File: src/rtl/bls_pkg.sv
`timescale 1ns / 1ps

package bls_pkg;

    // store depth, the widths that follow from it and the value width
    localparam int DEPTH = 64;
    localparam int POS_W = (DEPTH > 1) ? $clog2(DEPTH) : 1;
    localparam int CNT_W = $clog2(DEPTH + 1);
    localparam int VAL_W = 32;

    typedef enum logic [1:0] {
        CMD_APPEND   = 2'd0,
        CMD_DEL_HEAD = 2'd1,
        CMD_DEL_TAIL = 2'd2,
        CMD_SEARCH   = 2'd3
    } t_cmd;

    typedef enum logic [1:0] {
        STAT_OK        = 2'd0,
        STAT_EMPTY     = 2'd1,
        STAT_FULL      = 2'd2,
        STAT_NOT_FOUND = 2'd3
    } t_status;

    typedef enum logic {
        S_IDLE = 1'b0,
        S_SCAN = 1'b1
    } t_state;

    typedef struct packed {
        t_cmd                    command;
        logic signed [VAL_W-1:0] value;
    } t_in;

    typedef struct packed {
        t_status          status;
        logic [POS_W-1:0] found_position;
        logic [CNT_W-1:0] entry_count;
    } t_out;

    // per-cycle command to every cell of the chain
    typedef struct packed {
        logic append;     // write value into the cell at the first free slot (slot == count)
        logic shift;      // entries move one cell toward the head
        logic load_hit;   // capture compare result against the value
        logic shift_hit;  // hit flags move one cell toward the head
    } t_cell_ctl;

endpackage

File: src/rtl/bls_cell.sv
`timescale 1ns / 1ps

module bls_cell #(
    parameter int IDX = 0
) (
    input  logic                             i_clk,
    input  bls_pkg::t_cell_ctl               i_ctl,
    input  logic signed [bls_pkg::VAL_W-1:0] i_value,
    input  logic [bls_pkg::CNT_W-1:0]        i_count,
    input  logic signed [bls_pkg::VAL_W-1:0] i_next_entry,
    input  logic                             i_next_hit,
    output logic signed [bls_pkg::VAL_W-1:0] o_entry,
    output logic                             o_hit
);
    import bls_pkg::*;

    localparam logic [CNT_W-1:0] MY_SLOT = CNT_W'(IDX);

    logic signed [VAL_W-1:0] r_entry;
    logic                    r_hit;

    // entry payload, no reset needed
    always_ff @(posedge i_clk) begin
        if (i_ctl.shift) begin
            r_entry <= i_next_entry;
        end else if (i_ctl.append && (i_count == MY_SLOT)) begin
            r_entry <= i_value;
        end
    end

    // hit flag only live entries may match
    always_ff @(posedge i_clk) begin
        if (i_ctl.load_hit) begin
            r_hit <= (r_entry == i_value) && (MY_SLOT < i_count);
        end else if (i_ctl.shift_hit) begin
            r_hit <= i_next_hit;
        end
    end

    assign o_entry = r_entry;
    assign o_hit   = r_hit;

endmodule

File: src/rtl/bls_ctrl.sv
`timescale 1ns / 1ps

module bls_ctrl (
    input  logic                      i_clk,
    input  logic                      i_rst_n,
    input  logic                      i_in_valid,
    output logic                      o_in_ready,
    input  bls_pkg::t_in              i_in_data,
    output logic                      o_out_valid,
    input  logic                      i_out_ready,
    output bls_pkg::t_out             o_out_data,
    input  logic                      i_head_hit,
    output bls_pkg::t_cell_ctl        o_ctl,
    output logic [bls_pkg::CNT_W-1:0] o_count
);
    import bls_pkg::*;

    localparam logic [CNT_W-1:0] FULL_COUNT = CNT_W'(DEPTH);

    t_state           r_state, n_state;
    logic [CNT_W-1:0] r_count, n_count;
    logic [POS_W-1:0] r_pos,   n_pos;
    logic             r_out_valid, n_out_valid;
    t_out             r_out,   n_out;
    logic             accept;

    always_ff @(posedge i_clk) begin
        if (!i_rst_n) begin
            r_state     <= S_IDLE;
            r_count     <= '0;
            r_pos       <= '0;
            r_out_valid <= 1'b0;
        end else begin
            r_state     <= n_state;
            r_count     <= n_count;
            r_pos       <= n_pos;
            r_out_valid <= n_out_valid;
        end
    end

    always_ff @(posedge i_clk) begin
        r_out <= n_out;
    end

    always_comb begin
        n_state     = r_state;
        n_count     = r_count;
        n_pos       = r_pos;
        n_out_valid = r_out_valid;
        n_out       = r_out;
        o_ctl       = '0;
        o_in_ready  = (r_state == S_IDLE) && (!r_out_valid || i_out_ready);
        accept      = i_in_valid && o_in_ready;

        if (r_out_valid && i_out_ready) begin
            n_out_valid = 1'b0;
        end

        unique case (r_state)
            S_IDLE: begin
                if (accept) begin
                    n_out.status         = STAT_OK;
                    n_out.found_position = '0;
                    unique case (i_in_data.command)
                        CMD_APPEND: begin
                            if (r_count == FULL_COUNT) begin
                                n_out.status = STAT_FULL;
                            end else begin
                                o_ctl.append = 1'b1;
                                n_count      = r_count + 1'b1;
                            end
                            n_out_valid = 1'b1;
                        end
                        CMD_DEL_HEAD, CMD_DEL_TAIL: begin
                            if (r_count == '0) begin
                                n_out.status = STAT_EMPTY;
                            end else begin
                                o_ctl.shift = (i_in_data.command == CMD_DEL_HEAD);
                                n_count     = r_count - 1'b1;
                            end
                            n_out_valid = 1'b1;
                        end
                        CMD_SEARCH: begin
                            if (r_count == '0) begin
                                n_out.status = STAT_NOT_FOUND;
                                n_out_valid  = 1'b1;
                            end else begin
                                o_ctl.load_hit = 1'b1;
                                n_pos          = '0;
                                n_state        = S_SCAN;
                            end
                        end
                        default: begin
                            n_out_valid = 1'b1;
                        end
                    endcase
                    n_out.entry_count = n_count;
                end
            end
            S_SCAN: begin
                n_out.entry_count    = r_count;
                n_out.found_position = '0;
                if (i_head_hit) begin
                    n_out.status         = STAT_OK;
                    n_out.found_position = r_pos;
                    n_out_valid          = 1'b1;
                    n_state              = S_IDLE;
                end else if ((CNT_W'(r_pos) + 1'b1) == r_count) begin
                    n_out.status = STAT_NOT_FOUND;
                    n_out_valid  = 1'b1;
                    n_state      = S_IDLE;
                end else begin
                    o_ctl.shift_hit = 1'b1;
                    n_pos           = r_pos + 1'b1;
                end
            end
            default: begin
                n_state = S_IDLE;
            end
        endcase
    end

    assign o_out_valid = r_out_valid;
    assign o_out_data  = r_out;
    assign o_count     = r_count;

endmodule

File: src/rtl/bounded_list_with_search.sv
// append and deletes give their result in the cycle after the transaction is taken
// search loads the hit flags, then steps them until the head cell hits or every live position is checked
// one command in flight; a new one is taken as the result leaves the output register
// search time is set by the hit flags stepping one cell a cycle toward the head cell
// reset: synchronous active low, clears count, scan state and output valid; entries keep contents
`timescale 1ns / 1ps

module bounded_list_with_search (
    input  logic          i_clk,
    input  logic          i_rst_n,
    input  logic          i_in_valid,
    output logic          o_in_ready,
    input  bls_pkg::t_in  i_in_data,
    output logic          o_out_valid,
    input  logic          i_out_ready,
    output bls_pkg::t_out o_out_data
);
    import bls_pkg::*;

    // chain wiring: cell k reads cell k+1, the last cell reads zeros
    logic signed [VAL_W-1:0] entry_chain [DEPTH+1];
    logic                    hit_chain   [DEPTH+1];

    t_cell_ctl        cell_ctl;
    logic [CNT_W-1:0] count;

    assign entry_chain[DEPTH] = '0;
    assign hit_chain[DEPTH]   = 1'b0;

    // command sequencing, entry count and the output register
    bls_ctrl u_ctrl (
        .i_clk       (i_clk),
        .i_rst_n     (i_rst_n),
        .i_in_valid  (i_in_valid),
        .o_in_ready  (o_in_ready),
        .i_in_data   (i_in_data),
        .o_out_valid (o_out_valid),
        .i_out_ready (i_out_ready),
        .o_out_data  (o_out_data),
        .i_head_hit  (hit_chain[0]),
        .o_ctl       (cell_ctl),
        .o_count     (count)
    );

    // cell k always holds the entry at position k from the head,
    // so a head delete is a one-step shift of the whole chain
    // and a tail delete only lowers the count
    for (genvar k = 0; k < DEPTH; k++) begin : g_cell
        bls_cell #(
            .IDX (k)
        ) u_cell (
            .i_clk        (i_clk),
            .i_ctl        (cell_ctl),
            .i_value      (i_in_data.value),
            .i_count      (count),
            .i_next_entry (entry_chain[k+1]),
            .i_next_hit   (hit_chain[k+1]),
            .o_entry      (entry_chain[k]),
            .o_hit        (hit_chain[k])
        );
    end

endmodule

File: config.mk
export PLATFORM = sky130hd
export DESIGN_NAME = bounded_list_with_search
export DESIGN_NICKNAME = d
export VERILOG_FILES = /design/src/rtl/bls_pkg.sv /design/src/rtl/bls_cell.sv /design/src/rtl/bls_ctrl.sv /design/src/rtl/bounded_list_with_search.sv
export SDC_FILE = /design/constraint.sdc
export NUM_CORES = 2
export LEC_CHECK = 0
export BUFFER_PORTS_ARGS = -buffer_cell sky130_fd_sc_hd__buf_2
export CAP_MARGIN = 5
export CORE_UTILIZATION = 40
export CTS_BUF_LIST = sky130_fd_sc_hd__clkbuf_4
export CTS_CLUSTER_DIAMETER = 150
export CTS_CLUSTER_SIZE = 12
export DETAILED_ROUTE_END_ITERATION = 6
export HOLD_SLACK_MARGIN = 0.15
export PLACE_DENSITY = 0.55
export SLEW_MARGIN = 25
export SYNTH_ARGS = -nofsm -noshare
export SYNTH_HDL_FRONTEND = slang
export SYNTH_HIERARCHICAL = 1
export SYNTH_SLANG_ARGS = --single-unit
File: constraint.sdc
create_clock -name i_clk -period 8.7 [get_ports i_clk]
set_input_delay 1.74 -clock i_clk [delete_from_list [all_inputs] [get_ports i_clk]]
set_output_delay 1.74 -clock i_clk [all_outputs]
set_load 0.03 [all_outputs]
-- Word-level counts from Yosys, hierarchy flattened
Cells that the tools add are included.
- bits of input ports: 38
- memories: 0
- bits in latches: 0
- memory bits (writable): 0
- output and inout bits: 17
- bits in registers: 2142
- memory bits (read-only): 0
- equality and inequality tests: 138
- shift operators: 0
- add/sub/neg operators: 4
- muxes and demuxes: 292
- reduce and logical (&&, ||, !) cells: 204
- multiply operators: 0
- $lt $le $gt $ge: 64
- bitwise gates (word level): 1
- divide/modulo/power cells: 0
- operator list (kind ; number):
    $mux 32 ; 126
    $eq 32x32->1 ; 64
    $eq 7x6->1 const B ; 32
    $lt 6x7->1 const A ; 32
    $mux 1 ; 144
    $logic_and 1x1->1 ; 131
    $reduce_bool 2->1 ; 64
    $eq 7x5->1 const B ; 16
    $lt 5x7->1 const A ; 16
    $eq 7x4->1 const B ; 8
    $lt 4x7->1 const A ; 8
    $mux 6 ; 6
    $pmux 15 s2 ; 1
    $eq 7x3->1 const B ; 4
    $lt 3x7->1 const A ; 4
    $mux 15 ; 1
    $eq 7x2->1 const B ; 2
    $lt 1x7->1 const A ; 2
    $lt 2x7->1 const A ; 2
    $mux 7 ; 2
    $pmux 7 s2 ; 1
    $pmux 6 s2 ; 1
    $mux 2 ; 4
    $ne 2x2->1 const B ; 4
    other kinds (23) ; 28

-- Depth between registers and ports, before layout
- depth after elaboration: 9
- gate-level depth with buffers: 9

-- Worst setup path before layout
Ideal clock, no wire load.
- kind: flip-flop to flip-flop
- start: reg u_ctrl.r_count[1], in the netlist u_ctrl/o_count[1]
- end: reg g_cell[2].u_cell.r_entry[0], enable pin
- period minus slack after synthesis: 8.403 ns
- arrival time: 7.892 ns
- setup slack: 0.297 ns
- buffers on the path: 0
- stages on the path, launching flop included: 8
- required time: 8.189 ns
- library setup time: 0.511 ns
- cell sequence: dfxtp_1 inv_1 ha_1 inv_1 o31ai_4 nor2_1 nand2_1 o41ai_1
- RTL lines (element ; RTL line ; source):
    start, declared ; bls_ctrl.sv:21 ; logic [CNT_W-1:0] r_count, n_count;
    start signal, assigned ; bls_ctrl.sv:35 ; r_count <= n_count;
    end signal, assigned ; bls_cell.sv:25 ; r_entry <= i_next_entry;
    end signal, assigned ; bls_cell.sv:27 ; r_entry <= i_value;
    end, declared ; bls_cell.sv:19 ; logic signed [VAL_W-1:0] r_entry;

==> flow_summary.ini <==
[yosys]
syn_area_per_cell_um2 = 14.6
synth_area_um2 = 116000
yosysWarnings = 6
synth.distinct_cells = 98
seq_area_frac_synth_pct = 55.3
synth_seq_cells = 2142
synth_edf_count = 2127
ys_async_sr_fraction_pct = 0
synth_cells = 7941
synthFlopType = edfxtp_1

[sta]
whs_ns = 0.475
rsz0062_at_grt = no
slew_violations = 0
worstMarginPinSlew_ns = 1.01
fin_crit_ns = 4.68
setup_viol = 0
tns_ns = 0
min_period_over_period_pct = 53.8
fmax_mhz = 214
setup_ws_ns = 4.02
max-slew-margin-rel_pct = 30.8
clock_skew_ns = 0.147
finalHoldViolCount = 0

[power_and_ir_drop]
p_int_uw = 14000
power_density_nw_per_um2 = 156
p_sw_uw = 5290
p_leak_uw = 0.0397
power_frac_comb_pct = 14.2
clkPwrFrac_pct = 24.1
seqPwrFrac_pct = 61.7
peakVddDrop_mv = 0.0977
sw_frac_of_total_pct = 27.4

[route]
wl_per_cell_um = 29.7
route.detailed.drc = 0
wl_um = 356000
drt_iter0_drc = 5983
firstDrtPassIters = 6
viasPerCell = 5.74
via_count = 68800
antenna_left = 0

[critical_path]
end_kind = register
worstSetupPathType = reg -> reg
worstPathArrival_ns = 5.71
cp-start-kind = register
cp_max_fo = 123
cp.required_ns = 9.73

[clocking]
cts.sinks = 2142
clk_latency_ns = 1.40
root_buffer = clkbuf_4
hold_buffers = 0
cts_setup_buffers = 0
cts-resized-gates = 0
clkTransAtPathRegs_ns = 0.14
cts_tree = built
clock_path_buffers = 4
cts_buffers = 200
htree_levels = 4

[flow_run]
cap_violations = 0

[final_layout]
design_area_um2 = 124000
layout.nets = 8205
drive_gt1_share_pct = 32.0
areaGrowthSynthToFinish_pct = 6.99
fillers = 26100

[global_route]
antenna_found_initial = 15
grt_util_all_layers_pct = 23.8
grt_max_degree = 165
grt_pass1_wl_um = 517000
grt_overflow = 0
grt_pass1_vias = 72300

[floorplan]
die_area_um2 = 292000
die_h_um = 541
start_util_pct = 40.3
num_rows = 197
core-area_um2 = 288000
dieWidth_um = 541
ios = 55

[hold_path]
hold_class = reg -> reg

[place]
hpwl_um = 225000
place_area_um2 = 122000
gp_congestion = 0.829
pre_cts_slack_ns = 2.95
port_buffers = 54

[outcome]
status = finished, final reports clean
==> cell usage after synthesis (8+ instances only) <==
cell type | count | area share [%]
mux2_1 | 137 | 1.3
nor4b_1 | 12 | 0.091
or2_2 | 62 | 0.33
nor3_1 | 63 | 0.27
nand3_1 | 78 | 0.34
nor2_1 | 52 | 0.17
clkbuf_1 | 65 | 0.21
nor4_2 | 42 | 0.45
xnor2_1 | 547 | 4.1
o32ai_2 | 18 | 0.25
nand4b_1 | 9 | 0.068
mux2_2 | 1903 | 18
dfxtp_1 | 15 | 0.26
o2111ai_1 | 10 | 0.075
o31ai_1 | 20 | 0.13
or4_1 | 10 | 0.065
o22ai_1 | 10 | 0.054
o21ai_0 | 34 | 0.15
a21oi_1 | 26 | 0.11
nand2_1 | 67 | 0.22
o21bai_1 | 10 | 0.065
a21o_1 | 9 | 0.058
a41o_1 | 35 | 0.30
nand4_1 | 213 | 1.1
nor2b_1 | 13 | 0.070
xnor2_2 | 9 | 0.13
buf_2 | 206 | 0.89
and3_1 | 25 | 0.13
nand2b_1 | 35 | 0.19
xor2_1 | 1480 | 11
o22ai_2 | 14 | 0.15
edfxtp_1 | 2127 | 55
inv_1 | 74 | 0.24
nor4_1 | 342 | 1.8
a31o_2 | 13 | 0.098
and4_1 | 8 | 0.060
==> final cells by class <==
| class | instances | area (um2) | share of cell area (%) |
|---|---|---|---|
| clock inverter | 11 | 116 | 0.0937 |
| antenna | 14 | 35.0 | 0.0282 |
| inverter | 75 | 289 | 0.233 |
| multi-input combinational | 5484 | 50600 | 40.7 |
| sequential | 2142 | 64200 | 51.7 |
| timing repair buffer | 257 | 2620 | 2.11 |
| tap | 3781 | 4730 | 3.81 |
| clock buffer | 222 | 1670 | 1.34 |
==> registers in the layout, indices dropped and copies added, names as in the netlist <==
register and flops:
u_ctrl/o_out_valid 1, u_ctrl/o_out_data 15, g_cell.u_cell/o_entry 2048, g_cell.u_cell/o_hit 64, u_ctrl/r_state 1, u_ctrl/o_count 7
u_ctrl/r_pos 6
==> path summary, 6_finish.rpt <==
check	startpoint	end	slack, ns	cells after the start
setup / recovery	u_ctrl/o_count[0]	g_cell[52].u_cell/o_entry[7]	4.02	7
hold / removal	g_cell[13].u_cell/o_hit	g_cell[12].u_cell/o_hit	0.47	2
hold reg to reg	g_cell[13].u_cell/o_hit	g_cell[12].u_cell/o_hit	0.47	2
setup reg to reg	u_ctrl/o_count[0]	g_cell[52].u_cell/o_entry[7]	4.02	7
==> stage by stage <==
step                      std cells  utilization (%)  power [uW]
after floorplan                7973                -       13700
after global placement        11700             42.4       14900
after detailed placement      11700             42.4       14900
after CTS                     12000             43.0       19500
after global routing          12000             43.1       20100
final                         12000             43.1       19300
==> cells in the final DEF (no fill, tap or decap), types with 34 or more instances in the layout <==
cell,Yosys,layout
a41o_1,35,34
buf_12,0,40
buf_4,0,161
clkbuf_4,0,222
edfxtp_1,2127,2127
inv_1,74,73
mux2_1,137,137
mux2_2,1903,1903
nand2_1,67,67
nand2b_1,35,35
nand3_1,78,78
nand4_1,213,213
nor2_1,52,51
nor3_1,63,63
nor4_1,342,342
nor4_2,42,42
o21ai_0,34,34
or2_2,62,62
xnor2_1,547,547
xor2_1,1480,1480
==> layer usage <==
metal  global-route usage, %  vias up  share of wire, %
met2                    40.8     1993                49
met5                       0        -             0.015
met3                    2.53      516               4.7
met1                    32.2    35700                44
met4                    5.89        8               2.4
li1                        -    30600                 -
==> cells by family after synthesis <==
family	after synthesis	share of synthesized area (%)
DFF	2142	55.3
muxes	2043	19.8
xor gates and xnor gates	2036	15.4
and+or+nand+nor	1085	5.95
buffers and inverters	347	1.35
AOI/OAI and AO/OA	280	2.12
adders and majority gates	7	0.0754
other	1	0.00323
==> power groups by stage <==
stage | clock, uW | sequential [uW] | combinational (uW)
after floorplan | 0 | 12100 | 1600
after CTS | 4860 | 11900 | 2750
after detailed placement | 0 | 12200 | 2730
after global routing | 5190 | 12000 | 2930
final | 4650 | 11900 | 2750
after global placement | 0 | 12200 | 2700
==> worst max-delay path: stages, from the launching register on <==
cell and delay, ns:
dfxtp_4 0.77, inv_1 0.17, ha_1 0.27, a31oi_1 0.50, and3_4 0.90, buf_12 0.59
buf_4 0.55, mux2_2 0.39
No activity file was read; power rests on OpenSTA's default activity.
